[config.mk]
export PLATFORM = sky130hd
export DESIGN_NAME = pulse_interval_frame_decoder_flat
export DESIGN_NICKNAME = d
export VERILOG_FILES = /design/src/design/pifd_pkg.sv /design/src/design/pifd_if.sv /design/src/design/pifd_slot_unit.sv /design/src/design/pifd_seq.sv /design/src/design/pulse_interval_frame_decoder.sv /design/src/flat_wrapper.sv
export SDC_FILE = /design/constraint.sdc
export NUM_CORES = 1
export LEC_CHECK = 0
export BUFFER_PORTS_ARGS = -buffer_cell sky130_fd_sc_hd__buf_4
export CORE_ASPECT_RATIO = 0.9
export CORE_MARGIN = 2
export CORE_UTILIZATION = 35
export CTS_BUF_LIST = sky130_fd_sc_hd__clkbuf_4
export CTS_CLUSTER_DIAMETER = 150
export DETAILED_ROUTE_END_ITERATION = 8
export SLEW_MARGIN = 20
export SYNTH_ARGS = -nofsm -noshare
export SYNTH_HDL_FRONTEND = slang
export SYNTH_SLANG_ARGS = --single-unit
[constraint.sdc]
create_clock -name clk -period 4 [get_ports clk]
set_clock_uncertainty 0.15 [all_clocks]
set_input_delay 0.8 -clock clk [delete_from_list [all_inputs] [get_ports clk]]
set_output_delay 0.8 -clock clk [all_outputs]
set_load 0.02 [all_outputs]
[src/design/pifd_pkg.sv]
// ----------------------------------------------------------------------------
// pifd_pkg: shared types and constants of the pulse interval frame decoder
// Field widths, register indexes, reset values and the shared slot-unit
// interface types.
// ----------------------------------------------------------------------------
package pifd_pkg;

    localparam int TIME_W  = 16;
    localparam int ADJ_W   = TIME_W + 1;
    localparam int BYTE_W  = 8;
    localparam int SMALL_W = 8;
    localparam int STAGE_W = 4;
    localparam int CFG_IDX_W = 2;
    localparam int CFG_DATA_W = 16;

    localparam logic [STAGE_W-1:0] STAGE_IDLE = 4'd0;
    localparam logic [STAGE_W-1:0] STAGE_DONE = 4'd10;

    localparam logic [TIME_W-1:0]  GAP_LIMIT_RST      = 16'd100;
    localparam logic [SMALL_W-1:0] TOLERANCE_RST      = 8'd5;
    localparam logic [TIME_W-1:0]  ZERO_THRESHOLD_RST = 16'd20;
    localparam logic [SMALL_W-1:0] SLOT_LENGTH_RST    = 8'd10;

    typedef enum logic [CFG_IDX_W-1:0] {
        REG_GAP_LIMIT      = 2'd0,
        REG_TOLERANCE      = 2'd1,
        REG_ZERO_THRESHOLD = 2'd2,
        REG_SLOT_LENGTH    = 2'd3
    } cfg_reg_t;

    typedef enum logic [1:0] {
        ST_IDLE = 2'b01,
        ST_SLOT = 2'b10
    } state_t;

    // Operands of the shared slot unit.
    typedef struct packed {
        logic [ADJ_W-1:0]   adj;
        logic [TIME_W-1:0]  zero_threshold;
        logic [SMALL_W-1:0] slot_length;
        logic [STAGE_W-1:0] stage;
    } slot_req_t;

    // Verdict of the shared slot unit.
    typedef struct packed {
        logic             more;
        logic [ADJ_W-1:0] adj_next;
    } slot_rsp_t;

endpackage

[src/design/pifd_if.sv]
// ----------------------------------------------------------------------------
// pifd_if: valid/ready channels of the pulse interval frame decoder
// One interface for the edge requests and one for the received bytes.
// ----------------------------------------------------------------------------
interface pifd_edge_if;
    logic                        valid;
    logic                        ready;
    logic [pifd_pkg::TIME_W-1:0] edge_time;

    modport source (output valid, output edge_time, input ready);
    modport sink   (input valid, input edge_time, output ready);
endinterface

interface pifd_byte_if;
    logic                        valid;
    logic                        ready;
    logic [pifd_pkg::BYTE_W-1:0] received_byte;

    modport source (output valid, output received_byte, input ready);
    modport sink   (input valid, input received_byte, output ready);
endinterface

[src/design/pifd_slot_unit.sv]
// ----------------------------------------------------------------------------
// pifd_slot_unit: shared compare and subtract unit
// Decides whether another zero slot is counted and forms the remainder of
// the adjusted gap, saturating at zero.
// ----------------------------------------------------------------------------
module pifd_slot_unit (
    input  pifd_pkg::slot_req_t req,
    output pifd_pkg::slot_rsp_t rsp
);
    import pifd_pkg::*;

    logic [ADJ_W-1:0] slot_ext;

    assign slot_ext = {{(ADJ_W-SMALL_W){1'b0}}, req.slot_length};

    always_comb
    begin
        rsp.more = (req.adj > {1'b0, req.zero_threshold}) && (req.stage <= STAGE_DONE);
        if (req.adj > slot_ext)
        begin
            rsp.adj_next = req.adj - slot_ext;
        end
        else
        begin
            rsp.adj_next = '0;
        end
    end

endmodule

[src/design/pifd_seq.sv]
// ----------------------------------------------------------------------------
// pifd_seq: frame sequencer of the pulse interval frame decoder
// Holds the frame state, steps the shared slot unit once per cycle while
// an edge is counted, and loads the output register when a frame completes.
// ----------------------------------------------------------------------------
module pifd_seq (
    input  logic                          clk,
    input  logic                          rst_n,
    input  logic [pifd_pkg::TIME_W-1:0]   gap_limit,
    input  logic [pifd_pkg::SMALL_W-1:0]  tolerance,
    input  logic [pifd_pkg::TIME_W-1:0]   zero_threshold,
    input  logic [pifd_pkg::SMALL_W-1:0]  slot_length,
    pifd_edge_if.sink                     pulse,
    pifd_byte_if.source                   result
);
    import pifd_pkg::*;

    state_t             state_reg, state_next;
    logic [TIME_W-1:0]  last_time_reg, last_time_next;
    logic [STAGE_W-1:0] stage_reg, stage_next;
    logic [BYTE_W-1:0]  shift_reg, shift_next;
    logic [ADJ_W-1:0]   adj_reg, adj_next;
    logic               out_valid_reg, out_valid_next;
    logic [BYTE_W-1:0]  out_byte_reg, out_byte_next;

    logic [TIME_W-1:0]  gap;
    logic               accept;
    logic               out_free;
    slot_req_t          slot_req;
    slot_rsp_t          slot_rsp;

    pifd_slot_unit u_slot (
        .req (slot_req),
        .rsp (slot_rsp)
    );

    assign slot_req.adj            = adj_reg;
    assign slot_req.zero_threshold = zero_threshold;
    assign slot_req.slot_length    = slot_length;
    assign slot_req.stage          = stage_reg;

    assign pulse.ready          = (state_reg == ST_IDLE);
    assign accept               = pulse.valid && pulse.ready;
    assign gap                  = pulse.edge_time - last_time_reg;
    assign out_free             = !out_valid_reg || result.ready;
    assign result.valid         = out_valid_reg;
    assign result.received_byte = out_byte_reg;

    always_comb
    begin
        state_next     = state_reg;
        last_time_next = last_time_reg;
        stage_next     = stage_reg;
        shift_next     = shift_reg;
        adj_next       = adj_reg;
        out_byte_next  = out_byte_reg;
        out_valid_next = out_valid_reg && !result.ready;

        unique case (state_reg)
            ST_IDLE:
            begin
                if (accept)
                begin
                    last_time_next = pulse.edge_time;
                    // A long gap, or an idle frame, makes this pulse the frame start.
                    if ((gap > gap_limit) || (stage_reg == STAGE_IDLE))
                    begin
                        stage_next = STAGE_W'(1);
                    end
                    else
                    begin
                        stage_next = stage_reg + STAGE_W'(1);
                        adj_next   = {1'b0, gap} + {{(ADJ_W-SMALL_W){1'b0}}, tolerance};
                        state_next = ST_SLOT;
                    end
                end
            end
            ST_SLOT:
            begin
                if (slot_rsp.more)
                begin
                    adj_next   = slot_rsp.adj_next;
                    stage_next = stage_reg + STAGE_W'(1);
                    shift_next = {shift_reg[BYTE_W-2:0], 1'b0};
                end
                else if (stage_reg > STAGE_DONE)
                begin
                    stage_next = STAGE_IDLE;
                    state_next = ST_IDLE;
                end
                else if (stage_reg == STAGE_DONE)
                begin
                    // Hold here until the output register can take the byte.
                    if (out_free)
                    begin
                        out_byte_next  = shift_reg;
                        out_valid_next = 1'b1;
                        stage_next     = STAGE_IDLE;
                        state_next     = ST_IDLE;
                    end
                end
                else
                begin
                    shift_next = {shift_reg[BYTE_W-2:0], 1'b1};
                    state_next = ST_IDLE;
                end
            end
            default:
            begin
                state_next = ST_IDLE;
            end
        endcase
    end

    always_ff @(posedge clk or negedge rst_n)
    begin
        if (!rst_n)
        begin
            state_reg     <= ST_IDLE;
            last_time_reg <= '0;
            stage_reg     <= STAGE_IDLE;
            shift_reg     <= '0;
            out_valid_reg <= 1'b0;
        end
        else
        begin
            state_reg     <= state_next;
            last_time_reg <= last_time_next;
            stage_reg     <= stage_next;
            shift_reg     <= shift_next;
            out_valid_reg <= out_valid_next;
        end
    end

    always_ff @(posedge clk)
    begin
        adj_reg      <= adj_next;
        out_byte_reg <= out_byte_next;
    end

endmodule

[src/design/pulse_interval_frame_decoder.sv]
// ----------------------------------------------------------------------------
// pulse_interval_frame_decoder: pulse interval frame receiver
// Each request on the pulse channel is one detected edge with its 16-bit
// millisecond timestamp. The gap since the previous edge decides whether a
// frame starts, and how many zero slots precede the bit that this edge marks.
// Completed frame bytes leave on the result channel.
//
// Flow: an edge request is taken only when the sequencer is idle. A frame
// start is handled on acceptance alone; any other edge then steps the shared
// compare/subtract unit once per counted zero slot (at most nine) and then
// closes, and no new edge is taken until it has closed.
// A completed byte is registered and shown on the result channel; the block
// keeps taking edges while it waits. If the receiver still holds the previous
// byte when the next frame completes, the sequencer holds in its closing step.
// Configuration writes (gap_limit, tolerance, zero_threshold, slot_length)
// take effect at once and must be made while the block is idle; the block
// does not enforce this. Reset restores the register defaults, clears the
// timestamp and the shift register, and returns framing to idle.
// ----------------------------------------------------------------------------
module pulse_interval_frame_decoder (
    input  logic                            clk,
    input  logic                            rst_n,
    input  logic                            cfg_we,
    input  logic [pifd_pkg::CFG_IDX_W-1:0]  cfg_index,
    input  logic [pifd_pkg::CFG_DATA_W-1:0] cfg_data,
    pifd_edge_if.sink                       pulse,
    pifd_byte_if.source                     result
);
    import pifd_pkg::*;

    logic [TIME_W-1:0]  gap_limit_reg;
    logic [SMALL_W-1:0] tolerance_reg;
    logic [TIME_W-1:0]  zero_threshold_reg;
    logic [SMALL_W-1:0] slot_length_reg;

    always_ff @(posedge clk or negedge rst_n)
    begin
        if (!rst_n)
        begin
            gap_limit_reg      <= GAP_LIMIT_RST;
            tolerance_reg      <= TOLERANCE_RST;
            zero_threshold_reg <= ZERO_THRESHOLD_RST;
            slot_length_reg    <= SLOT_LENGTH_RST;
        end
        else if (cfg_we)
        begin
            unique case (cfg_reg_t'(cfg_index))
                REG_GAP_LIMIT:      gap_limit_reg      <= cfg_data[TIME_W-1:0];
                REG_TOLERANCE:      tolerance_reg      <= cfg_data[SMALL_W-1:0];
                REG_ZERO_THRESHOLD: zero_threshold_reg <= cfg_data[TIME_W-1:0];
                REG_SLOT_LENGTH:    slot_length_reg    <= cfg_data[SMALL_W-1:0];
                default:            gap_limit_reg      <= gap_limit_reg;
            endcase
        end
    end

    pifd_seq u_seq (
        .clk            (clk),
        .rst_n          (rst_n),
        .gap_limit      (gap_limit_reg),
        .tolerance      (tolerance_reg),
        .zero_threshold (zero_threshold_reg),
        .slot_length    (slot_length_reg),
        .pulse          (pulse),
        .result         (result)
    );

endmodule

[src/flat_wrapper.sv]
// flat-port wrapper written by rule: the top's interface ports become plain ports
module pulse_interval_frame_decoder_flat import pifd_pkg::*;
  (clk, rst_n, cfg_we, cfg_index, cfg_data, pulse_valid, pulse_edge_time, pulse_ready, result_valid, result_received_byte, result_ready);
  pifd_edge_if pulse_i ();
  pifd_byte_if result_i ();
  input  logic clk;
  input  logic rst_n;
  input  logic cfg_we;
  input  logic [pifd_pkg::CFG_IDX_W-1:0] cfg_index;
  input  logic [pifd_pkg::CFG_DATA_W-1:0] cfg_data;
  input wire logic [$bits(pulse_i.valid)-1:0] pulse_valid;
  input wire logic [$bits(pulse_i.edge_time)-1:0] pulse_edge_time;
  output wire logic [$bits(pulse_i.ready)-1:0] pulse_ready;
  output wire logic [$bits(result_i.valid)-1:0] result_valid;
  output wire logic [$bits(result_i.received_byte)-1:0] result_received_byte;
  input wire logic [$bits(result_i.ready)-1:0] result_ready;
  assign pulse_i.valid = pulse_valid;
  assign pulse_i.edge_time = pulse_edge_time;
  assign pulse_ready = pulse_i.ready;
  assign result_valid = result_i.valid;
  assign result_received_byte = result_i.received_byte;
  assign result_i.ready = result_ready;
  pulse_interval_frame_decoder u_core (.clk(clk), .rst_n(rst_n), .cfg_we(cfg_we), .cfg_index(cfg_index), .cfg_data(cfg_data), .pulse(pulse_i), .result(result_i));
endmodule
# Word-level counts from Yosys, hierarchy flattened

Index checks and enable logic that the tools add are counted.

Logic and storage cells: 84
Register bits after elaboration: 104
Input bits: 39
Output and inout bits: 10

Eq/ne operators: 15
Reductions and logical operators: 20
$lt $le $gt $ge: 5
$add $sub $neg: 4
Multiplexer cells: 27
Bitwise gates (word level): 2

Operator list:

| cell                  | number |
|---|---|
| $mux W17              | 4 |
| $pmux W17 S2          | 1 |
| $mux W4               | 6 |
| $mux W8               | 3 |
| $add A16 B8 Y17       | 1 |
| $gt A17 B16 Y1        | 1 |
| $gt A17 B8 Y1         | 1 |
| $sub A17 B8 Y17       | 1 |
| $gt A16 B16 Y1        | 1 |
| $sub A16 B16 Y16      | 1 |
| $mux W2               | 6 |
| $ne A4 B4 Y1 const B  | 3 |
| $reduce_and A4 Y1     | 3 |
| $ne A2 B2 Y1 const B  | 5 |
| $reduce_and A2 Y1     | 5 |
| $pmux W4 S2           | 1 |
| $eq A2 B2 Y1 const B  | 3 |
| $mux W1               | 5 |
| $reduce_and A5 Y1     | 1 |
| $add A4 B1 Y4 const B | 1 |
| $eq A2 B1 Y1 const B  | 2 |
| $eq A4 B4 Y1 const B  | 1 |
| $gt A4 B4 Y1 const B  | 1 |
| $le A4 B4 Y1 const B  | 1 |
| 10 further kinds      | 15 |

# Longest topological paths before layout

Word-level depth: 7
Mapped depth: 18
Depth with buffers taken out: 18

# Modules after synthesis

Synthesis repeated with hierarchy kept, for this count alone.

Cell total of the unflattened synthesis: 718
Area total of the unflattened synthesis: 7008.0 um^2

By module, submodules not included:

| module                       | cells each | instances | area each (um^2) | seq. area each (um^2) |
|---|---|---|---|---|
| pifd_seq                     | 450        | 1         | 4042.6           | 1527.7 |
| pulse_interval_frame_decoder | 102        | 1         | 1814.2           | 1212.4 |
| pifd_slot_unit               | 166        | 1         | 1151.1           | 0.0 |

# Least setup slack after synthesis

No wires, ideal clock.

Path kind: input port to flip-flop
From: input pulse_edge_time[0]
To: register u_core.u_seq.adj_reg[0], enable pin
Arrival time: 4.266 ns
Path buffers: 0
Cell stages on the path: 16
Required time: 3.475 ns
Setup slack: -0.791 ns
Library setup time: 0.375 ns
Cells stage by stage: inv_1 -> ha_1 -> fa_1 -> nand2b_1 -> a21oi_1 -> o21ai_1 -> and4b_1 -> a311oi_1 -> ha_1 -> and3_1 -> nand4_1 -> nor2_1 -> o21a_1 -> o41ai_1 -> nand3_1 -> nand2_1

Longest elaborated chain between the ends: 5

RTL lines:

| item                        | line               | RTL |
|---|---|---|
| start, declared             | flat_wrapper.sv:12 | `input wire logic [$bits(pulse_i.edge_time)-1:0] pulse_edge_time;` |
| $sub A16 B16 Y16            | pifd_seq.sv:44     | `assign gap = pulse.edge_time - last_time_reg;` |
| $gt A16 B16 Y1              | pifd_seq.sv:66     | `if ((gap > gap_limit) \|\| (stage_reg == STAGE_IDLE))` |
| $logic_or A1 B1 Y1          | pifd_seq.sv:66     |  |
| $ne A2 B2 Y1 (no line)      | -                  |  |
| $reduce_and A4 Y1 (no line) | -                  |  |
| end signal, assigned        | pifd_seq.sv:137    | `adj_reg <= adj_next;` |
| end, declared               | pifd_seq.sv:22     | `logic [ADJ_W-1:0] adj_reg, adj_next;` |

No other way between the ends.
A chain may end at the register's enable or synchronous reset.

# Final worst setup path

From: input pulse_edge_time[1]
To: register u_core.u_seq.adj_reg[6], enable pin

The elaborated chain is that of the path after synthesis.

==> summary.txt <==
Area growth syn-to-layout = 24.30%
# placed instances = 1018
Die Y = 136.1 um
initial antenna violation count = 1
DP HPWL = 11.72 mm
Highest Clock Rate = 0.2524 GHz
global-route wire length before repair = 25.19 mm
Clock Pin Slew Worst Setup and Hold Paths = 0.17 ns
max FFs per register = 17
Setup Viol. Count Final = 0
Worst setup EP type = flop
LEAKAGE = 3.815 nW
Post-synth EDFFs = 25
Hold Path Class = input pin to async pin
net count after synthesis = 768
sum of negative setup slack = 0 ns
reg2reg end = u_core.u_seq.adj_reg[6]
# DRC = 0
Setup WS post-layout = 0.03857 ns
status = complete, no violations
CTS Hold Bufs = 0
CTS tree = yes
gr ovfl total = 0
post-route ant nets = 0
Yosys cell types = 72
crit start category = input pin
Async SR Flop Fraction = 75.96%
flops & latches, synth = 104
dpl cell area = 8065 um2
R2R Setup Slk = 0.09 ns
CP Capture Point = u_core.u_seq.adj_reg[6]
nets = 897
Max Slew Vio Count = 0
Synth Instances = 660
synthesized area per cell = 10.28 um2
largest net degree at the start of global routing = 67
PD cells = 805.3 nW/um2
final wirelength = 15.34 mm
Final Hold Violating Endpoints = 0
CTS sink cnt = 104
post-route cell area = 8434 um2
vias in the first global route = 5137
Rel. slew slack = 14.15%
worst-margin pin slew = 1.279 ns
Max Root-Sink Buffers = 2
Total GRT Usage = 15.67%
Die X = 150.8 um
area leader, netlist = dfrtp_1
Vias/cell = 4.928
clock root buffer = clkbuf_4
Starting Density = 35.53%
Std-Cell Rows = 48
fin cells = 1045
CTS Buf Count = 9
mean routed wirelength per cell = 14.68 um
Seq/Total Area, Yosys = 40.38%
Syn Std Cell Area = 6785 um2
Main synth FF type = dfrtp_1
Yosys top cell area share = 25.45%
Port Buffer Count = 48
IO Pins = 49
Fin Hold WS = 0.2550 ns
worst skew pair latency = 0.48 ns
gpl congestion = 0.8318
CP Class = input pin to flop
YS warnings = 0
layout cells sized above 1 = 32.75%
RSZ-0062 raised after global routing = yes
Initial DRT Pass Iterations = 5
pre-CTS setup slack = -0.5828 ns
cells on worst reg2reg path = 16
Worst EP required = 4.05 ns
core area = 19100 um2
die area = 20520 um2
Vias = 5150
worst endpoint data arrival time = 4.01 ns
Tmin final = 3.961 ns
largest fanout on the critical path = 6
worst r2r src = u_core.u_seq.last_time_reg[1]
Max IR drop VDD = 0.3185 mV
CP startpoint = pulse_edge_time[1]
H-Tree Depth = 3
MaxCap Viol Count = 0
fin crit share = 99.04%
detailed router's first-iteration violation count = 335
Area contributors post-synth = dfrtp_1 25%, ha_1 12%, edfxtp_1 11%
[layout by cell type (no fill, tap or decap), types with 3 or more instances in the layout]
| master | n |
|---|---|
| or3_1 | 5 |
| inv_1 | 63 |
| dfrtp_1 | 69 |
| o21bai_1 | 5 |
| a21oi_2 | 3 |
| buf_4 | 128 |
| nand2b_1 | 7 |
| a21oi_1 | 25 |
| nand2_1 | 39 |
| nor2b_1 | 8 |
| a31oi_1 | 3 |
| o21ai_0 | 35 |
| a21boi_0 | 3 |
| dfstp_2 | 10 |
| nand3b_1 | 3 |
| and2_4 | 3 |
| o21a_1 | 15 |
| o22ai_1 | 10 |
| mux2_4 | 8 |
| nand3_1 | 7 |
| o31a_1 | 4 |
| inv_2 | 5 |
| ha_4 | 6 |
| nor2_1 | 28 |
| a311o_1 | 3 |
| nand4_1 | 9 |
| ha_1 | 60 |
| and3_1 | 5 |
| xnor2_1 | 18 |
| edfxtp_1 | 25 |
| nor3_1 | 16 |
| o211ai_1 | 4 |
| or4_1 | 3 |
| xor2_1 | 10 |
| clkbuf_4 | 10 |
| mux2_2 | 48 |
| o21ai_1 | 3 |
| a211oi_1 | 4 |
| a22o_1 | 4 |
| a21o_1 | 13 |
[per-stage QoR]
step / power, mW / util, %
floorplan: 4.565 / -
global route: 7.458 / 44.16
CTS: 6.606 / 43.13
detailed placement: 5.938 / 42.23
finish: 6.792 / 44.16
global placement: 5.893 / 42.23
[critical path: stages]
cell,delay [ns]
buf_4,0.12
ha_1,0.28
nor2b_4,0.13
o31a_1,0.36
o21ba_4,0.24
nor2_4,0.09
nor2_1,0.04
a311o_1,0.35
ha_1,0.33
and3_4,0.18
nand4_1,0.10
nor2_2,0.06
o21a_1,0.13
o41ai_4,0.41
nand3_4,0.22
nand2_4,0.17
[cell type report]
type	instances	area, um2
repair buffers	128	960.9
fillers	1868	10660
multi-input cells	477	3998
flip-flops and latches	104	2740
diodes	1	2.502
clock buffers	10	75.07
well taps	250	312.8
inverters	69	271.5
clock inverters	6	73.82
[power by group]
part	internal [mW]	switching, mW
Combinational	2.30	2.16
Sequential	1.53	0.215
Clock	0.206	0.382
Total	4.03	2.76
[synthesized netlist by cell type (all sizes together) (2+ instances only)]
master,n
a211o,2
a211oi,5
a21boi,4
a21o,13
a21oi,29
a22o,4
a311o,3
a311oi,2
a31oi,3
and2,5
and3,7
and4b,2
buf,3
clkbuf,9
dfrtp,69
dfstp,10
edfxtp,25
fa,3
ha,66
inv,69
mux2,56
nand2,41
nand2b,8
nand3,8
nand3b,3
nand4,9
nor2,31
nor2b,10
nor3,16
nor3b,3
nor4,4
o211ai,5
o21a,15
o21ai,39
o21bai,5
o22ai,10
o31a,4
o32a,2
or2,3
or3,7
or4,3
xnor2,18
xor2,10
[cell families after synthesis]
logic type / synth area share, %
AO/OA/AOI/OAI: 15.73
XOR/XNOR: 3.614
adder cells (fa/ha/maj): 13.06
multiplexers: 9.681
AND/OR/NAND/NOR: 12.91
buffers and inverters: 4.628
flip-flops: 40.38
[repair_timing]
item                       4_1_cts  5_1_grt
setup buffers                    0        8
resized for setup                2       28
cloned                           1        1
setup endpoints to repair       17       22
pin swaps                        0       27
[layer usage]
metal	track usage (%)	vias to the layer above	share of wire, %
li1	-	2648	-
met1	20.97	2420	48
met2	26.46	75	48
met3	3.020	7	2.9
met4	3.271	0	0.85
met5	0	-	0
[worst min path at each step]
stage                                    from  cells past startpoint  slack (ns)                              endpoint
floorplan           u_core.u_seq.shift_reg[7]                      0        0.28  u_core.u_seq.result.received_byte[7]
global placement    u_core.u_seq.shift_reg[7]                      0        0.30  u_core.u_seq.result.received_byte[7]
detailed placement  u_core.u_seq.shift_reg[7]                      0        0.30  u_core.u_seq.result.received_byte[7]
CTS                                     rst_n                      1        0.26             u_core.u_seq.shift_reg[4]
global route                            rst_n                      1        0.29         u_core.zero_threshold_reg[10]
finish                                  rst_n                      1        0.25             u_core.u_seq.shift_reg[4]
Note: power is estimated with default switching activity, not from simulation.
